### src/rtl/core/midi_ind_pkg.sv
// ----------------------------------------------------------------------------
// midi_ind_pkg
// Shared types, codes and lookup tables of the indicator event decoder.
// ----------------------------------------------------------------------------
package midi_ind_pkg;

  localparam int unsigned LAMP_COUNT_DEF   = 50;
  localparam int unsigned RGB_CHANNELS_DEF = 4;

  localparam logic [3:0] MIN_LENGTH     = 4'd4;
  localparam logic [7:0] NOTE_CODE      = 8'h09;
  localparam logic [7:0] CTRL_CODE      = 8'h0b;
  localparam logic [3:0] PANEL_CHANNEL  = 4'd3;
  localparam logic [3:0] RGB_CHANNEL    = 4'd4;
  localparam logic [3:0] NOTE_CHANNELS  = 4'd3;
  localparam logic [7:0] NOTE_LIMIT     = 8'd27;
  localparam logic [7:0] VEL_OFF        = 8'd0;
  localparam logic [7:0] VEL_BLINK      = 8'd32;
  localparam logic [7:0] VEL_FLASH      = 8'd64;
  localparam logic [5:0] NO_LAMP        = 6'd50;
  localparam logic [7:0] DIGIT_ENTRIES  = 8'd11;
  localparam logic [7:0] COLOUR_ENTRIES = 8'd7;

  localparam logic [7:0] CC_BAR_LEFT     = 8'd0;
  localparam logic [7:0] CC_BAR_RIGHT    = 8'd1;
  localparam logic [7:0] CC_DIGITS_LEFT  = 8'd2;
  localparam logic [7:0] CC_DIGITS_RIGHT = 8'd3;
  localparam logic [7:0] CC_LEVEL_LEFT   = 8'd4;
  localparam logic [7:0] CC_LEVEL_RIGHT  = 8'd5;

  typedef enum logic [3:0] {
    KIND_NONE       = 4'd0,
    KIND_LAMP       = 4'd1,
    KIND_BAR_LEFT   = 4'd2,
    KIND_BAR_RIGHT  = 4'd3,
    KIND_DIG_LEFT   = 4'd4,
    KIND_DIG_RIGHT  = 4'd5,
    KIND_LVL_LEFT   = 4'd6,
    KIND_LVL_RIGHT  = 4'd7,
    KIND_RGB        = 4'd8
  } kind_e;

  typedef struct packed {
    logic [3:0] event_length;
    logic [7:0] code_byte;
    logic [7:0] status_byte;
    logic [7:0] number_byte;
    logic [7:0] value_byte;
  } in_t;

  typedef struct packed {
    logic [3:0] write_kind;
    logic [5:0] lamp_index;
    logic       steady_bit;
    logic       flash_bit;
    logic [7:0] first_value;
    logic [7:0] second_value;
    logic [7:0] third_value;
    logic [1:0] rgb_index;
    logic       range_error;
  } out_t;

  typedef struct packed {
    kind_e      kind;
    logic [6:0] lamp_addr;
    logic       steady;
    logic       flash;
    logic [7:0] value;
    logic [3:0] digit_idx;
    logic [2:0] colour_idx;
    logic [3:0] rgb_num;
    logic       range_error;
  } dec_t;

  // key to lamp map, three rows of 27 notes, 50 marks an unmapped key
  localparam logic [5:0] LAMP_ROM [81] = '{
    6'd15, 6'd50, 6'd50, 6'd50, 6'd50, 6'd24, 6'd23, 6'd22, 6'd29, 6'd1,
    6'd32, 6'd31, 6'd30, 6'd8,  6'd7,  6'd50, 6'd50, 6'd50, 6'd50, 6'd14,
    6'd16, 6'd21, 6'd20, 6'd34, 6'd13, 6'd9,  6'd10,
    6'd44, 6'd50, 6'd50, 6'd50, 6'd50, 6'd28, 6'd19, 6'd18, 6'd17, 6'd1,
    6'd27, 6'd26, 6'd25, 6'd2,  6'd1,  6'd50, 6'd50, 6'd50, 6'd50, 6'd43,
    6'd47, 6'd46, 6'd45, 6'd42, 6'd48, 6'd49, 6'd41,
    6'd50, 6'd33, 6'd12, 6'd11, 6'd6,  6'd3,  6'd5,  6'd4,  6'd40, 6'd39,
    6'd38, 6'd35, 6'd36, 6'd37, 6'd50, 6'd50, 6'd50, 6'd50, 6'd50, 6'd50,
    6'd50, 6'd50, 6'd50, 6'd50, 6'd50, 6'd50, 6'd50
  };

  localparam logic [7:0] DIGIT_ROM [22] = '{
    8'd243, 8'd91,  8'd162, 8'd221, 8'd32,  8'd223, 8'd32,  8'd150,
    8'd32,  8'd91,  8'd0,   8'd130, 8'd0,   8'd91,  8'd0,   8'd150,
    8'd0,   8'd223, 8'd130, 8'd221, 8'd211, 8'd91
  };

  localparam logic [7:0] RED_ROM   [7] = '{8'd0, 8'd0, 8'd255, 8'd255, 8'd255, 8'd255, 8'd0};
  localparam logic [7:0] GREEN_ROM [7] = '{8'd0, 8'd0, 8'd50, 8'd120, 8'd150, 8'd200, 8'd255};
  localparam logic [7:0] BLUE_ROM  [7] = '{8'd0, 8'd255, 8'd100, 8'd0, 8'd0, 8'd200, 8'd0};

endpackage

### src/rtl/core/midi_indicator_decoder.sv
// ----------------------------------------------------------------------------
// midi_indicator_decoder
// Decodes four-byte USB-MIDI events into lamp, display and colour writes.
// ----------------------------------------------------------------------------
//  channel | direction | handshake              | payload
//  --------+-----------+------------------------+----------------------------
//  event   | in        | in_valid_i / in_stall_o | in_data_i  (midi_ind_pkg::in_t)
//  result  | out       | out_valid_o / out_stall_i | out_data_o (midi_ind_pkg::out_t)
//
//  one event per cycle sustained while out_stall_i is low
//  each event gives exactly one result
//  three register stages: input, decode, table lookup with output register
//  a stall holds each full stage only while the stage after it is full and held
//  reset clears all valid bits and the lamp, digit, bar and colour stores
// ----------------------------------------------------------------------------
module midi_indicator_decoder #(
  parameter int unsigned LAMP_COUNT   = midi_ind_pkg::LAMP_COUNT_DEF,
  parameter int unsigned RGB_CHANNELS = midi_ind_pkg::RGB_CHANNELS_DEF
) (
  input  logic                clk_i,
  input  logic                rst_ni,
  input  logic                in_valid_i,
  output logic                in_stall_o,
  input  midi_ind_pkg::in_t   in_data_i,
  output logic                out_valid_o,
  input  logic                out_stall_i,
  output midi_ind_pkg::out_t  out_data_o
);

  localparam int unsigned LAMP_IDX_W = (LAMP_COUNT > 1) ? $clog2(LAMP_COUNT) : 1;
  localparam int unsigned RGB_IDX_W  = (RGB_CHANNELS > 1) ? $clog2(RGB_CHANNELS) : 1;

  logic                s1_valid_q;
  midi_ind_pkg::in_t   s1_q;
  logic                s2_valid_q;
  midi_ind_pkg::dec_t  s2_q;
  midi_ind_pkg::dec_t  dec_d;
  logic                out_valid_q;
  midi_ind_pkg::out_t  out_q;
  midi_ind_pkg::out_t  res_d;

  logic out_en;
  logic s2_en;
  logic s1_en;
  logic commit;

  logic [LAMP_COUNT-1:0] steady_q, steady_d;
  logic [LAMP_COUNT-1:0] flash_q, flash_d;
  logic [7:0]            digit_q [4];
  logic [7:0]            digit_d [4];
  logic [7:0]            bar_q [4];
  logic [7:0]            bar_d [4];
  logic [23:0]           colour_q [RGB_CHANNELS];
  logic [23:0]           colour_d [RGB_CHANNELS];

  logic [5:0] lamp_n;
  logic       lamp_ok;
  logic [7:0] dig_first;
  logic [7:0] dig_second;
  logic [7:0] red;
  logic [7:0] green;
  logic [7:0] blue;

  assign out_en     = !out_valid_q || !out_stall_i;
  assign s2_en      = !s2_valid_q || out_en;
  assign s1_en      = !s1_valid_q || s2_en;
  assign in_stall_o = !s1_en;
  assign commit     = out_en && s2_valid_q;

  // stage 1: input register
  always_ff @(posedge clk_i or negedge rst_ni) begin
    if (!rst_ni) begin
      s1_valid_q <= 1'b0;
    end else if (s1_en) begin
      s1_valid_q <= in_valid_i;
    end
  end

  always_ff @(posedge clk_i) begin
    if (s1_en && in_valid_i) begin
      s1_q <= in_data_i;
    end
  end

  // stage 2: event decode
  always_comb begin
    dec_d      = '0;
    dec_d.kind = midi_ind_pkg::KIND_NONE;
    if (s1_q.event_length >= midi_ind_pkg::MIN_LENGTH) begin
      if (s1_q.code_byte == midi_ind_pkg::NOTE_CODE) begin
        if (s1_q.status_byte[3:0] < midi_ind_pkg::NOTE_CHANNELS &&
            s1_q.number_byte < midi_ind_pkg::NOTE_LIMIT) begin
          dec_d.kind      = midi_ind_pkg::KIND_LAMP;
          dec_d.lamp_addr = 7'(s1_q.status_byte[1:0]) * 7'd27 + 7'(s1_q.number_byte[4:0]);
          if (s1_q.value_byte == midi_ind_pkg::VEL_OFF) begin
            dec_d.steady = 1'b0;
            dec_d.flash  = 1'b0;
          end else if (s1_q.value_byte == midi_ind_pkg::VEL_BLINK) begin
            dec_d.steady = 1'b0;
            dec_d.flash  = 1'b1;
          end else if (s1_q.value_byte == midi_ind_pkg::VEL_FLASH) begin
            dec_d.steady = 1'b1;
            dec_d.flash  = 1'b1;
          end else begin
            dec_d.steady = 1'b1;
            dec_d.flash  = 1'b0;
          end
        end
      end else if (s1_q.code_byte == midi_ind_pkg::CTRL_CODE &&
                   s1_q.status_byte[3:0] == midi_ind_pkg::PANEL_CHANNEL) begin
        dec_d.value = s1_q.value_byte;
        unique case (s1_q.number_byte)
          midi_ind_pkg::CC_BAR_LEFT:     dec_d.kind = midi_ind_pkg::KIND_BAR_LEFT;
          midi_ind_pkg::CC_BAR_RIGHT:    dec_d.kind = midi_ind_pkg::KIND_BAR_RIGHT;
          midi_ind_pkg::CC_LEVEL_LEFT:   dec_d.kind = midi_ind_pkg::KIND_LVL_LEFT;
          midi_ind_pkg::CC_LEVEL_RIGHT:  dec_d.kind = midi_ind_pkg::KIND_LVL_RIGHT;
          midi_ind_pkg::CC_DIGITS_LEFT:  dec_d.kind = midi_ind_pkg::KIND_DIG_LEFT;
          midi_ind_pkg::CC_DIGITS_RIGHT: dec_d.kind = midi_ind_pkg::KIND_DIG_RIGHT;
          default:                       dec_d.kind = midi_ind_pkg::KIND_NONE;
        endcase
        dec_d.range_error = (s1_q.value_byte >= midi_ind_pkg::DIGIT_ENTRIES) &&
                            (dec_d.kind == midi_ind_pkg::KIND_DIG_LEFT ||
                             dec_d.kind == midi_ind_pkg::KIND_DIG_RIGHT);
        dec_d.digit_idx   = s1_q.value_byte[3:0];
      end else if (s1_q.code_byte == midi_ind_pkg::CTRL_CODE &&
                   s1_q.status_byte[3:0] == midi_ind_pkg::RGB_CHANNEL) begin
        dec_d.kind        = midi_ind_pkg::KIND_RGB;
        dec_d.range_error = (s1_q.number_byte >= 8'(RGB_CHANNELS)) ||
                            (s1_q.value_byte >= midi_ind_pkg::COLOUR_ENTRIES);
        dec_d.colour_idx  = s1_q.value_byte[2:0];
        dec_d.rgb_num     = s1_q.number_byte[3:0];
      end
    end
  end

  always_ff @(posedge clk_i or negedge rst_ni) begin
    if (!rst_ni) begin
      s2_valid_q <= 1'b0;
    end else if (s2_en) begin
      s2_valid_q <= s1_valid_q;
    end
  end

  always_ff @(posedge clk_i) begin
    if (s2_en && s1_valid_q) begin
      s2_q <= dec_d;
    end
  end

  // stage 3: table lookup, result and store update
  assign lamp_n     = midi_ind_pkg::LAMP_ROM[s2_q.lamp_addr];
  assign lamp_ok    = (lamp_n < midi_ind_pkg::NO_LAMP) && ({1'b0, lamp_n} < 7'(LAMP_COUNT));
  assign dig_first  = midi_ind_pkg::DIGIT_ROM[{s2_q.digit_idx, 1'b0}];
  assign dig_second = midi_ind_pkg::DIGIT_ROM[{s2_q.digit_idx, 1'b1}];
  assign red        = midi_ind_pkg::RED_ROM[s2_q.colour_idx];
  assign green      = midi_ind_pkg::GREEN_ROM[s2_q.colour_idx];
  assign blue       = midi_ind_pkg::BLUE_ROM[s2_q.colour_idx];

  always_comb begin
    res_d      = '0;
    steady_d   = steady_q;
    flash_d    = flash_q;
    digit_d    = digit_q;
    bar_d      = bar_q;
    colour_d   = colour_q;
    case (s2_q.kind)
      midi_ind_pkg::KIND_LAMP: begin
        if (lamp_ok) begin
          res_d.write_kind = 4'(midi_ind_pkg::KIND_LAMP);
          res_d.lamp_index = lamp_n;
          res_d.steady_bit = s2_q.steady;
          res_d.flash_bit  = s2_q.flash;
          steady_d[lamp_n[LAMP_IDX_W-1:0]] = s2_q.steady;
          flash_d[lamp_n[LAMP_IDX_W-1:0]]  = s2_q.flash;
        end
      end
      midi_ind_pkg::KIND_BAR_LEFT, midi_ind_pkg::KIND_BAR_RIGHT,
      midi_ind_pkg::KIND_LVL_LEFT, midi_ind_pkg::KIND_LVL_RIGHT: begin
        res_d.write_kind  = 4'(s2_q.kind);
        res_d.first_value = s2_q.value;
        bar_d[{s2_q.kind[2], s2_q.kind[0]}] = s2_q.value;
      end
      midi_ind_pkg::KIND_DIG_LEFT, midi_ind_pkg::KIND_DIG_RIGHT: begin
        res_d.write_kind  = 4'(s2_q.kind);
        res_d.range_error = s2_q.range_error;
        if (!s2_q.range_error) begin
          res_d.first_value  = dig_first;
          res_d.second_value = dig_second;
          digit_d[{1'b0, s2_q.kind[0]}] = dig_first;
          digit_d[{1'b1, s2_q.kind[0]}] = dig_second;
        end
      end
      midi_ind_pkg::KIND_RGB: begin
        res_d.write_kind  = 4'(midi_ind_pkg::KIND_RGB);
        res_d.range_error = s2_q.range_error;
        if (!s2_q.range_error) begin
          res_d.first_value  = red;
          res_d.second_value = green;
          res_d.third_value  = blue;
          res_d.rgb_index    = s2_q.rgb_num[1:0];
          colour_d[s2_q.rgb_num[RGB_IDX_W-1:0]] = {red, green, blue};
        end
      end
      default: begin
        res_d.write_kind = 4'(midi_ind_pkg::KIND_NONE);
      end
    endcase
  end

  always_ff @(posedge clk_i or negedge rst_ni) begin
    if (!rst_ni) begin
      out_valid_q <= 1'b0;
      steady_q    <= '0;
      flash_q     <= '0;
      digit_q     <= '{default: '0};
      bar_q       <= '{default: '0};
      colour_q    <= '{default: '0};
    end else begin
      if (out_en) begin
        out_valid_q <= s2_valid_q;
      end
      if (commit) begin
        steady_q <= steady_d;
        flash_q  <= flash_d;
        digit_q  <= digit_d;
        bar_q    <= bar_d;
        colour_q <= colour_d;
      end
    end
  end

  always_ff @(posedge clk_i) begin
    if (commit) begin
      out_q <= res_d;
    end
  end

  assign out_valid_o = out_valid_q;
  assign out_data_o  = out_q;

`ifndef SYNTH
  // pipeline never back-pressures while the output register is empty
  a_no_stall_when_empty: assert property (@(posedge clk_i) disable iff (!rst_ni)
    !out_valid_q |-> !in_stall_o)
    else $error("input stalled with empty output register");

  // range errors only on digit and colour writes
  a_error_kind: assert property (@(posedge clk_i) disable iff (!rst_ni)
    (out_valid_q && out_q.range_error) |->
      (out_q.write_kind == 4'(midi_ind_pkg::KIND_DIG_LEFT) ||
       out_q.write_kind == 4'(midi_ind_pkg::KIND_DIG_RIGHT) ||
       out_q.write_kind == 4'(midi_ind_pkg::KIND_RGB)))
    else $error("range error on wrong write kind");

  // lamp writes stay inside the lamp store
  a_lamp_range: assert property (@(posedge clk_i) disable iff (!rst_ni)
    (out_valid_q && out_q.write_kind == 4'(midi_ind_pkg::KIND_LAMP)) |->
      ({1'b0, out_q.lamp_index} < 7'(LAMP_COUNT)))
    else $error("lamp index outside store");

  // a transfer that leaves stage 2 reaches the output register next cycle
  a_stage_advance: assert property (@(posedge clk_i) disable iff (!rst_ni)
    (s2_valid_q && out_en) |=> out_valid_q)
    else $error("decoded item lost before output");
`endif

endmodule

### config.mk
export PLATFORM = sky130hd
export DESIGN_NAME = midi_indicator_decoder
export DESIGN_NICKNAME = d
export VERILOG_FILES = /design/src/rtl/core/midi_ind_pkg.sv /design/src/rtl/core/midi_indicator_decoder.sv
export SDC_FILE = /design/constraint.sdc
export NUM_CORES = 1
export LEC_CHECK = 0
export BUFFER_PORTS_ARGS = -buffer_cell sky130_fd_sc_hd__clkbuf_2
export CORE_MARGIN = 2
export CORE_UTILIZATION = 30
export DETAILED_ROUTE_END_ITERATION = 10
export GPL_TIMING_DRIVEN = 0
export PLACE_DENSITY_LB_ADDON = 0.12
export SYNTH_ARGS = -nofsm -noshare
export SYNTH_HDL_FRONTEND = slang
export SYNTH_SLANG_ARGS = --single-unit
### constraint.sdc
create_clock -name clk_i -period 3.2 [get_ports clk_i]
set_input_delay 0 -clock clk_i [delete_from_list [all_inputs] [get_ports clk_i]]
set_output_delay 0 -clock clk_i [all_outputs]
set_load 0.005 [all_outputs]
== Word-level counts from Yosys, hierarchy flattened ==
Memories as Yosys holds them, arrays and structs flattened.
Cells that the tools add are included.
Storage, ports and cells
  register bits: 105
  memory bits (read-only): 1472
  bits of input ports: 40
  output and inout port bits: 41
  logic and storage cells: 140
  memories kept: 6
Memory list
  (name not given): depth 128, width 6, read ports 1, clocked after Yosys merged registers in 0, wr ports 0, line midi_indicator_decoder.sv:151  | assign lamp_n = midi_ind_pkg::LAMP_ROM[s2_q.lamp_addr];
  (name not given): depth 32, width 8, read ports 1, clocked after Yosys merged registers in 0, wr ports 0, line midi_indicator_decoder.sv:154  | assign dig_second = midi_ind_pkg::DIGIT_ROM[{s2_q.digit_idx, 1'b1}];
  (name not given): depth 32, width 8, read ports 1, clocked after Yosys merged registers in 0, wr ports 0, line midi_indicator_decoder.sv:153  | assign dig_first = midi_ind_pkg::DIGIT_ROM[{s2_q.digit_idx, 1'b0}];
  (name not given): depth 8, width 8, read ports 1, clocked after Yosys merged registers in 0, wr ports 0, line midi_indicator_decoder.sv:157  | assign blue = midi_ind_pkg::BLUE_ROM[s2_q.colour_idx];
  (name not given): depth 8, width 8, read ports 1, clocked after Yosys merged registers in 0, wr ports 0, line midi_indicator_decoder.sv:156  | assign green = midi_ind_pkg::GREEN_ROM[s2_q.colour_idx];
  (name not given): depth 8, width 8, read ports 1, clocked after Yosys merged registers in 0, wr ports 0, line midi_indicator_decoder.sv:155  | assign red = midi_ind_pkg::RED_ROM[s2_q.colour_idx];
Cells by class
  add/sub/neg operators: 1
  $mul: 1
  $lt $le $gt $ge: 12
  eq/ne operators: 21
  mux-type cells: 31
  bitwise operators: 10
  reduce and logical (&&, ||, !) cells: 32
Operator list (number)
  8-bit two-way mux: 10
  4-bit by 3-bit == test with 1-bit output, second input constant: 7
  26-bit two-way mux: 1
  4-bit two-way mux: 6
  8-bit one-hot mux with 3 select lines: 1
  3-bit one-hot mux with 6 select lines: 1
  8-bit by 2-bit == test with 1-bit output, second input constant: 2
  8-bit by 3-bit == test with 1-bit output, second input constant: 2
  8-bit by 4-bit == test with 1-bit output, second input constant: 2
  8-bit by 3-bit greater-or-equal comparator with 1-bit output, second input constant: 2
  8-bit logical NOT: 2
  16-bit two-way mux: 1
  8-bit one-hot mux with 2 select lines: 1
  4-bit by 2-bit == test with 1-bit output, second input constant: 3
  6-bit greater-or-equal comparator, second input constant: 2
  6-bit < comparator, second input constant: 2
  6-bit two-way mux: 2
  5-bit inverter with 6-bit output: 2
  4-bit one-hot mux with 3 select lines: 1
  4-bit OR reduction: 3
  10-bit two-way mux: 1
  9-bit two-way mux: 1
  8-bit by 1-bit == test with 1-bit output, second input constant: 1
  8-bit by 6-bit == test with 1-bit output, second input constant: 1
  25 further kinds: 51

== Logic depth before layout (Yosys ltp) ==
Gate-level depths: netlist of run 1.
  depth in word-level cells: 9
  mapped depth: 10
  gate-level depth less buffers: 9

== Worst setup path before layout of run 1 ==
Ideal clock, no wire load.
  path type: register to register
  from: register out_valid_q, in the netlist out_valid_o
  to: register out_q (netlist bit out_data_o[0]) (enable)
  setup time: 0.477 ns
  data arrival time: 2.947 ns
  required time: 2.723 ns
  path slack: -0.224 ns
  cell stages (with the launch flop): 2
  path buffers: 0
  period minus slack after synthesis: 3.424 ns
  path through: dfrtp_1 a21boi_0
On the way
  word-level cells in the longest chain between the ends: 3
Ends and longest elaborated chain
  start, declared: line midi_indicator_decoder.sv:38  | logic out_valid_q;
  start signal, assigned: line midi_indicator_decoder.sv:220  | out_valid_q <= s2_valid_q;
  1-bit logical NOT: line midi_indicator_decoder.sv:64  | assign out_en = !out_valid_q || !out_stall_i;
  1-bit logical OR: line midi_indicator_decoder.sv:64
  1-bit logical AND: line midi_indicator_decoder.sv:68  | assign commit = out_en && s2_valid_q;
  via commit: line midi_indicator_decoder.sv:45  | logic commit;
  end signal, assigned: line midi_indicator_decoder.sv:234  | out_q <= res_d;
  end, declared: line midi_indicator_decoder.sv:39  | midi_ind_pkg::out_t out_q;
The timed path passes the listed nets, and every way through them passes these cells.
A chain may end at the register's enable or synchronous reset.

== Final worst setup path of run 1 ==
  from: register s2_q[22] in the netlist's numbering
  to: register out_q (netlist bit out_data_o[33]), data pin
On the way
  word-level cells in the longest chain between the ends: 7
  elaborated cells on any way between the ends: 8
  those cells by class: order compare (2); mux (2); bitwise (1); reduce/logical (2); memory (1)
Ends and longest elaborated chain
  start, declared: line midi_indicator_decoder.sv:36  | midi_ind_pkg::dec_t s2_q;
  start signal, assigned: line midi_indicator_decoder.sv:146  | s2_q <= dec_d;
  7-bit inverter with 8-bit output (implied by the code) *: line midi_indicator_decoder.sv:151
  memory 128 x 6 bit *
  6-bit two-way mux (implied by the code) * (2 in series): line midi_indicator_decoder.sv:151
  6-bit < comparator: line midi_indicator_decoder.sv:152  | assign lamp_ok = (lamp_n < midi_ind_pkg::NO_LAMP) && ({1'b0, lamp_n} < 7'(LAMP_COUNT));
  1-bit logical AND: line midi_indicator_decoder.sv:152
  2-bit AND reduction (no line)
Every way passes the cells marked *; elsewhere a longest branch is shown, timed or not. The select of a mux whose other input is x is not followed.

==> results of run 1 <==
[kinds of logic after synthesis]
logic type / after synthesis
flip-flops: 94
AO/OA/AOI/OAI: 82
XOR/XNOR: 4
buffers and inverters: 45
adder cells (fa/ha/maj): 28
AND/OR/NAND/NOR: 144
multiplexers: 10
[metrics by stage]
| step | hold WS [ns] | cells | area (µm²) | worst slack (ns) |
|---|---|---|---|---|
| 6_report | 0.357 | 749 | 6230 | 0.282 |
| 5_1_grt | 0.340 | 749 | 6230 | 0.0953 |
| 4_1_cts | 0.338 | 749 | 6230 | 0.250 |
| 3_5_place_dp | -0.198 | 698 | 5580 | 0.271 |
| 3_3_place_gp | -0.201 | 697 | 5550 | -0.0221 |
| 2_1_floorplan | -0.296 | 407 | 4910 | 0.675 |
[routing by layer]
metal  vias up  global-route usage (%)  share of wire, %
met5         -                       0                 0
met2        98                    20.2                46
met3        25                    3.92               5.1
met4         0                    5.74               2.7
li1       1727                       -                 -
met1      1610                    16.4                46
[worst paths after layout]
path                                   to  slack (ns)  cells past startpoint
hold / removal                   s1_q[14]        0.36                      2
min in group asynchronous      s1_valid_q        0.52                      3
hold reg to reg                s2_valid_q        0.48                      1
setup / recovery           out_data_o[33]        0.28                      8
setup reg to reg           out_data_o[33]        0.28                      8
max in group asynchronous      s2_valid_q        2.53                      3
[area by class of cell]
cell class | count | area [µm²]
buffer | 22 | 140
clock buffer | 9 | 225
clock inverter | 7 | 72.6
fill | 1578 | 9710
inverter | 23 | 86.3
multi-input combinational | 268 | 1890
sequential | 94 | 2810
tap | 216 | 270
timing repair buffer | 110 | 741
[synthesized netlist by cell type, types with 6 or more instances]
cell type	instances	area share (%)
nor3_1	6	0.61
edfxtp_1	91	56
ha_1	25	6.4
o21ai_0	14	1.4
inv_1	22	1.7
nor2_1	32	2.4
and3_1	7	0.89
clkbuf_1	7	0.54
a21oi_1	15	1.5
buf_4	6	0.92
nand2b_1	16	2.0
a21o_1	9	1.4
mux2i_1	7	1.4
and2_1	24	3.1
nor2b_1	10	1.3
nand2_1	28	2.1
[cells in the final DEF (no fill, tap or decap), types with 14 or more instances in the layout]
cell,count
inv_1,22
edfxtp_1,91
nor2_1,32
nand2b_1,16
clkbuf_2,74
o21ai_0,14
a21oi_1,15
ha_1,25
dlygate4sd3_1,35
nand2_1,28
and2_1,24
[registers in the layout (all words and copies together), names as in the netlist]
name / flops
s1_valid_q: 1
s2_q: 27
s1_q: 30
out_valid_o: 1
s2_valid_q: 1
out_data_o: 34
[timing repair]
action	CTS	global route
buffers inserted	0	0
resized for setup	0	1
hold buffers	35	0
hold endpoints to repair	36	0
endpoints found under the setup margin	0	3
[power by group through the flow]
stage / clock [mW] / sequential (mW) / combinational, mW
CTS: 1.11 / 1.53 / 0.484
global placement: 0 / 1.56 / 0.442
detailed placement: 0 / 1.56 / 0.449
finish: 1.08 / 1.53 / 0.480
floorplan: 0 / 1.55 / 0.285
global route: 1.16 / 1.55 / 0.542
==> impl_metrics.tcl, run 1 <==
set metrics [dict create \
    outcome "finished clean" \
    hold_class "in -> reg" \
    rsz0062_at_grt "false" \
    grt_overflow 0 \
    clk_pin_slew_ns 0.07 \
    period_minus_slack_ns 2.92 \
    crit_top_cell "inv_1" \
    p_int_mw 2.30 \
    p_clk_share_pct 34.9 \
    worstPathMaxFanout 9 \
    slew_headroom_pct 13.4 \
    cts_sinks 94 \
    pwr-share-seq_pct 49.6 \
    grt_max_degree 31 \
    syn_area_per_cell_um2 12.1 \
    antenna_left 0 \
    drt-initial-drc-count 217 \
    grt_pass1_wl_um 17800 \
    postSynth.topFlopCell "edfxtp_1" \
    synth_nets 475 \
    powerDensity_nw_per_um2 496 \
    hold_start "in_data_i[14]" \
    crit_path_start_kind "flop" \
    drt-total-wl_um 10600 \
    maxCapViolations 0 \
    synth_compound_area_share_pct 12.0 \
    cts_tree "yes" \
    clock_latency_ns 0.35 \
    grt_pass1_vias 3473 \
    synth_top_family_by_area "simple AND/OR/NAND/NOR gates" \
    vias 3460 \
    worstSetupEndpointType "flop" \
    async_reset_ff_share_pct 3.19 \
    worst_slew_pin_slew_ns 1.30 \
    synth-seq-area-share_pct 57.2 \
    crit_path_top_delay_cell "edfxtp_1" \
    synthXorXnorAreaFrac_pct 0.714 \
    antenna_cells 0 \
    synth_area_um2 4910 \
    synth_cell_types 63 \
    hold_violations 0 \
    nets 596 \
    drc 0 \
    dr.pass1.iters 5 \
    via_per_inst 4.62 \
    die_y_um 132 \
    yosys_register_bits 94 \
    crit_start "s2_q[22]" \
    muxShareOfSynthArea_pct 2.35 \
    fin_crit_sh_pct 91.2 \
    ioPinCount 81 \
    routabilityCongestion 0.850 \
    die_area_um2 17400 \
    io_buffers 74 \
    yosysWarnings 0 \
    crit_type "reg -> reg" \
    antenna_found_initial 0 \
    track_usage_pct 12.9 \
    critPathMaxStageDelay_ns 0.58 \
    coreArea_um2 15900 \
    cts_buffers 9 \
    fmax_ghz 0.343 \
    cts-htree-levels 3 \
    p_leak_nw 2.55 \
    setup_viol 0 \
    crit_chain "inv_1 > ha_1 > inv_1 > mux4_2 > mux2_2 > o221a_2 > o21bai_4 > and3_1" \
    synthAdderAreaFrac_pct 7.60 \
    start_util_pct 30.8 \
    cp_data_required_time_ns 3.42 \
    switching_power_mw 0.790 \
    drt-wirelength-per-cell_um 14.2 \
    ir_drop_mv 0.296 \
    totalPowerFinal_mw 3.09 \
    die_x_um 132 \
    clk_path_buf_depth 2 \
    p_comb_share_pct 15.5 \
    crit_buf_inv 2 \
    hpwl_um 7760 \
    synthSimpleGateAreaFrac_pct 15.5 \
    syn-instance-count 407 \
    syn_to_final_growth_pct 27.0 \
    drv_slew 0 \
    synth_edf_count 91 \
    fin_tns_setup_ns 0 \
    r2r_start "s2_q[22]" \
    arrival_ns 3.14 \
    fin_skew_ns 0.00534 \
    drive_above_1_share_pct 21.6 \
    cts_root_buffer "clkbuf_16" \
    rows 46 \
    utilization_pct 39.1 \
    crit_family "multiplexers" \
    switching_share_pct 25.6 \
]
Note: power is estimated with default switching activity, not from simulation.
==> run 2, diff against run 1 <==
--- a/config.mk
+++ b/config.mk
@@ -6,6 +6,7 @@
 export NUM_CORES = 1
 export LEC_CHECK = 0
 export BUFFER_PORTS_ARGS = -buffer_cell sky130_fd_sc_hd__clkbuf_2
+export CORE_ASPECT_RATIO = 0.75
 export CORE_MARGIN = 2
 export CORE_UTILIZATION = 30
 export DETAILED_ROUTE_END_ITERATION = 10
==> run 2 against run 1 <==
Utilization shrank 0.31 points. Combinational power is essentially flat. Sequential power is essentially flat. Clock power is essentially flat. Critical path depth is the same. Global-route usage grew 0.71 points. Critical endpoint unchanged.
==> impl_metrics.tcl, run 2 (synthesis results as in run 1) <==
set metrics [dict create \
    slew_headroom_pct 16.9 \
    coreArea_um2 16000 \
    grt_overflow 0 \
    design_area_um2 6210 \
    cts_hold_buf 34 \
    dr.pass1.iters 4 \
    critPathMaxStageDelay_ns 0.56 \
    cts_buffers 9 \
    drv_slew 0 \
    cp_data_required_time_ns 3.41 \
    worstSetupEndpointType "flop" \
    fin_hold_ws_ns 0.363 \
    powerDensity_nw_per_um2 498 \
    grt_pass1_wl_um 18100 \
    dpl_cell_area_um2 5570 \
    p_leak_nw 2.55 \
    routabilityCongestion 0.884 \
    die_y_um 115 \
    antenna_cells 0 \
    final_common_cell "edfxtp_1" \
    utilization_pct 38.8 \
    vias 3426 \
    drt-wirelength-per-cell_um 14.8 \
    final_cell_mix "91 x edfxtp_1, 74 x clkbuf_2, 34 x dlygate4sd3_1" \
    worst_slew_pin_slew_ns 1.25 \
    cts-htree-levels 3 \
    drive_above_1_share_pct 21.4 \
    arrival_ns 3.17 \
    cts_tree "yes" \
    crit_type "reg -> reg" \
    worstPathMaxFanout 9 \
    drt-total-wl_um 11000 \
    start_util_pct 30.6 \
    ir_drop_mv 0.251 \
    outcome "finished clean" \
    fmax_ghz 0.337 \
    rsz0062_at_grt "false" \
    rows 40 \
    cts_setup_buffers 0 \
    fin_skew_ns 0.00683 \
    crit_path_start_kind "flop" \
    ioPinCount 81 \
    clock_latency_ns 0.34 \
    crit_top_cell "inv_1" \
    clk_pin_slew_ns 0.07 \
    hold_class "in -> reg" \
    crit_family "multiplexers" \
    hpwl_um 8080 \
    hold_violations 0 \
    crit_buf_inv 2 \
    antenna_left 0 \
    grt_pass1_vias 3443 \
    drc 0 \
    period_minus_slack_ns 2.96 \
    maxCapViolations 0 \
    fillCellCount 1575 \
    via_per_inst 4.62 \
    die_area_um2 17400 \
    cts_resized 0 \
    grt_max_degree 32 \
    largest_reg_flops 34 \
    drt-initial-drc-count 293 \
    crit_path_top_delay_cell "edfxtp_1" \
    setup_viol 0 \
    fin_crit_sh_pct 92.6 \
    placed_cells 692 \
    nets 595 \
    die_x_um 152 \
    antenna_found_initial 0 \
    clk_path_buf_depth 2 \
    final_cells 742 \
    track_usage_pct 13.6 \
    cts_root_buffer "clkbuf_16" \
    syn_to_final_growth_pct 26.6 \
    cts_sinks 94 \
    crit_chain "inv_1 > ha_1 > inv_1 > mux4_2 > mux2_2 > o221a_2 > o21bai_4 > and3_1" \
    io_buffers 74 \
]
-- run 2: cell types whose count changed in the layout (fill, tap and decap cells not counted), sizes merged --
cell	before	now
dlygate4sd3	35	34
clkinvlp	2	1
clkinv	3	4
-- run 2: worst paths after layout --
kind                                from        endpoint  slack (ns)  cells past startpoint
max                             s2_q[22]  out_data_o[33]        0.24                      8
max in group asynchronous         rst_ni      s2_valid_q        2.54                      3
min in group asynchronous         rst_ni     out_valid_o        0.52                      3
min                        in_data_i[34]        s1_q[34]        0.36                      2
max reg2reg                     s2_q[22]  out_data_o[33]        0.24                      8
min reg2reg                   s1_valid_q      s2_valid_q        0.50                      1
-- run 2: cell type report --
cell class / count / area [µm²] / area share (%)
plain buffers: 22 / 140 / 2.26
clock buffers: 9 / 225 / 3.63
clock inverters: 7 / 73.8 / 1.19
inverters: 23 / 86.3 / 1.39
multi-input cells: 268 / 1880 / 30.3
flip-flops and latches: 94 / 2810 / 45.2
well taps: 210 / 263 / 4.23
repair buffers: 109 / 731 / 11.8
-- run 2: where the power goes --
part	leakage (nW)	internal [mW]	switching [mW]
registers	0.937	1.47	0.0600
clock network	0.146	0.608	0.468
logic	1.47	0.220	0.263
total	2.55	2.30	0.791
-- run 2: per-stage QoR --
| stage | setup slack, ns | setup TNS (ns) | power, mW |
|---|---|---|---|
| 2_1_floorplan | 0.675 | 0 | 1.83 |
| 3_3_place_gp | -0.215 | -7.14 | 2.01 |
| 3_5_place_dp | 0.244 | 0 | 2.01 |
| 4_1_cts | 0.224 | 0 | 3.14 |
| 5_1_grt | 0.0136 | 0 | 3.26 |
| 6_report | 0.237 | 0 | 3.09 |
-- run 2: layer usage --
layer | track usage [%] | wire length, µm | up-vias
li1 | - | - | 1726
met2 | 18.2 | 4420 | 113
met5 | 0 | 0 | -
met1 | 20.7 | 5750 | 1576
met4 | 4.38 | 159 | 0
met3 | 4.25 | 654 | 11
==> run 3, diff against run 2 <==
==> constraint.sdc (replaced) <==
create_clock -name clk_i -period 2.4 [get_ports clk_i]
set_input_delay 0 -clock clk_i [delete_from_list [all_inputs] [get_ports clk_i]]
set_output_delay 0 -clock clk_i [all_outputs]
set_load 0.005 [all_outputs]
==> run 3 against run 2 <==
Final area grew 4.6%. Sequential power up 33%. Global-route usage is 0.79 points lower. Sequential share of layout area is 2.0 points lower. Utilization increased by 1.8 points. Hold slack gained 0.0098 ns. Routed wire length is 0.56% lower. First-iteration DRC count down 19%. Critical endpoint unchanged. Critical path depth fell by 1. Combinational power is 50% higher. Largest cell class unchanged. Highest routed layer unchanged. Via count is 2.7% higher. Maximum frequency up 24%.
==> impl_metrics.tcl, run 3 (synthesis results as in run 1) <==
set metrics [dict create \
    track_usage_pct 12.8 \
    use_met2_pct 18.5 \
    grt_pass1_vias 3366 \
    final_common_cell "edfxtp_1" \
    fin_skew_ns 0.0110 \
    antenna_left 0 \
    hold_violations 0 \
    period_minus_slack_ns 2.40 \
    use_met3_pct 3.45 \
    fin_hold_ws_ns 0.373 \
    die_y_um 115 \
    vias 3517 \
    clk_path_buf_depth 2 \
    place_ws_ns -0.346 \
    cts_buffers 9 \
    crit_family "multiplexers" \
    drive_above_1_share_pct 27.0 \
    coreArea_um2 16000 \
    worstSetupEndpointType "flop" \
    rows 40 \
    clock_latency_ns 0.34 \
    fin_crit_sh_pct 99.8 \
    placed_cells 692 \
    dr.pass1.iters 4 \
    final_cells 762 \
    antenna_cells 0 \
    ioPinCount 81 \
    setup_viol 0 \
    cts-htree-levels 3 \
    largest_reg_flops 34 \
    drv_slew 0 \
    cts_sinks 94 \
    outcome "finished clean" \
    hpwl_um 7760 \
    worst_slew_pin_slew_ns 1.25 \
    busiest_layer "met1" \
    antenna_found_initial 0 \
    via_per_inst 4.62 \
    die_area_um2 17400 \
    grt_max_degree 31 \
    utilization_pct 40.6 \
    hold_class "in -> reg" \
    ir_drop_mv 0.365 \
    fin_ws_ns 0.00497 \
    fmax_ghz 0.418 \
    cts_tree "yes" \
    use_met1_pct 19.1 \
    design_area_um2 6500 \
    critPathMaxStageDelay_ns 0.50 \
    crit_type "reg -> reg" \
    worstPathMaxFanout 7 \
    p_leak_nw 2.68 \
    drt-total-wl_um 10900 \
    rsz0062_at_grt "true" \
    start_util_pct 30.6 \
    r2r_slack_ns 0.005 \
    cts_root_buffer "clkbuf_16" \
    crit_chain "buf_6 > ha_4 > mux4_2 > mux2_4 > o221a_4 > o21bai_4 > and3_1" \
    final_cell_mix "91 x edfxtp_1, 74 x clkbuf_2, 34 x dlygate4sd3_1" \
    crit_path_start_kind "flop" \
    grt_overflow 0 \
    grt_pass1_wl_um 17200 \
    drc 0 \
    drt-wirelength-per-cell_um 14.3 \
    clk_pin_slew_ns 0.06 \
    arrival_ns 2.60 \
    dpl_cell_area_um2 5580 \
    routabilityCongestion 0.865 \
    slew_headroom_pct 16.4 \
    crit_path_top_delay_cell "edfxtp_1" \
    cp_data_required_time_ns 2.60 \
    die_x_um 152 \
    nets 615 \
    crit_buf_inv 1 \
    io_buffers 74 \
    syn_to_final_growth_pct 32.4 \
    drt-initial-drc-count 237 \
    maxCapViolations 0 \
    powerDensity_nw_per_um2 651 \
]
-- run 3: cell types whose count changed in the layout (fill, tap and decap cells not counted), sizes merged --
cell | before | now
inv | 24 | 23
clkbuf | 90 | 91
clkinvlp | 1 | 0
buf | 16 | 36
bufinv | 1 | 2
-- run 3: final cells by class --
type,count,area [µm²]
fill,1555,9520
sequential,94,2810
multi-input combinational,268,2010
timing repair buffer,129,885
tap,210,263
clock buffer,10,229
buffer,22,140
inverter,23,88.8
clock inverter,6,76.3
-- run 3: path summary, 6_finish.rpt --
path	endpoint	from	cells past startpoint
worst max-delay path	out_data_o[33]	s2_q[22]	7
worst min-delay path	s1_q[19]	in_data_i[19]	2
worst max register to register	out_data_o[33]	s2_q[22]	7
worst min register to register	s2_valid_q	s1_valid_q	1
max in group asynchronous	out_valid_o	rst_ni	3
min in group asynchronous	s2_valid_q	rst_ni	3
-- run 3: metal layers --
metal	vias to the layer above	wire (µm)	share of wire [%]
met4	0	98	0.90
li1	1771	-	-
met3	9	588	5.4
met2	94	4670	43
met1	1643	5560	51
met5	-	0	0
-- run 3: power by group --
part,internal [mW],total (mW),switching (mW)
sequential,1.96,2.04,0.0767
clock,0.900,1.46,0.561
combinational,0.344,0.725,0.381
total,3.21,4.23,1.02
-- run 3: metrics by stage --
stage               TNS (ns)  total power, mW
finish                     0             4.23
global route          -0.302             4.43
CTS                        0             4.23
detailed placement     -2.27             2.68
global placement       -2.61             2.67
floorplan                  0             2.45
-- run 3: repair_timing --
action	CTS	global route
pin swaps	4	9
hold buffers	34	0
resized for setup	12	12
endpoints found under the hold margin	36	0
endpoints found under the setup margin	10	10
setup buffers	10	10
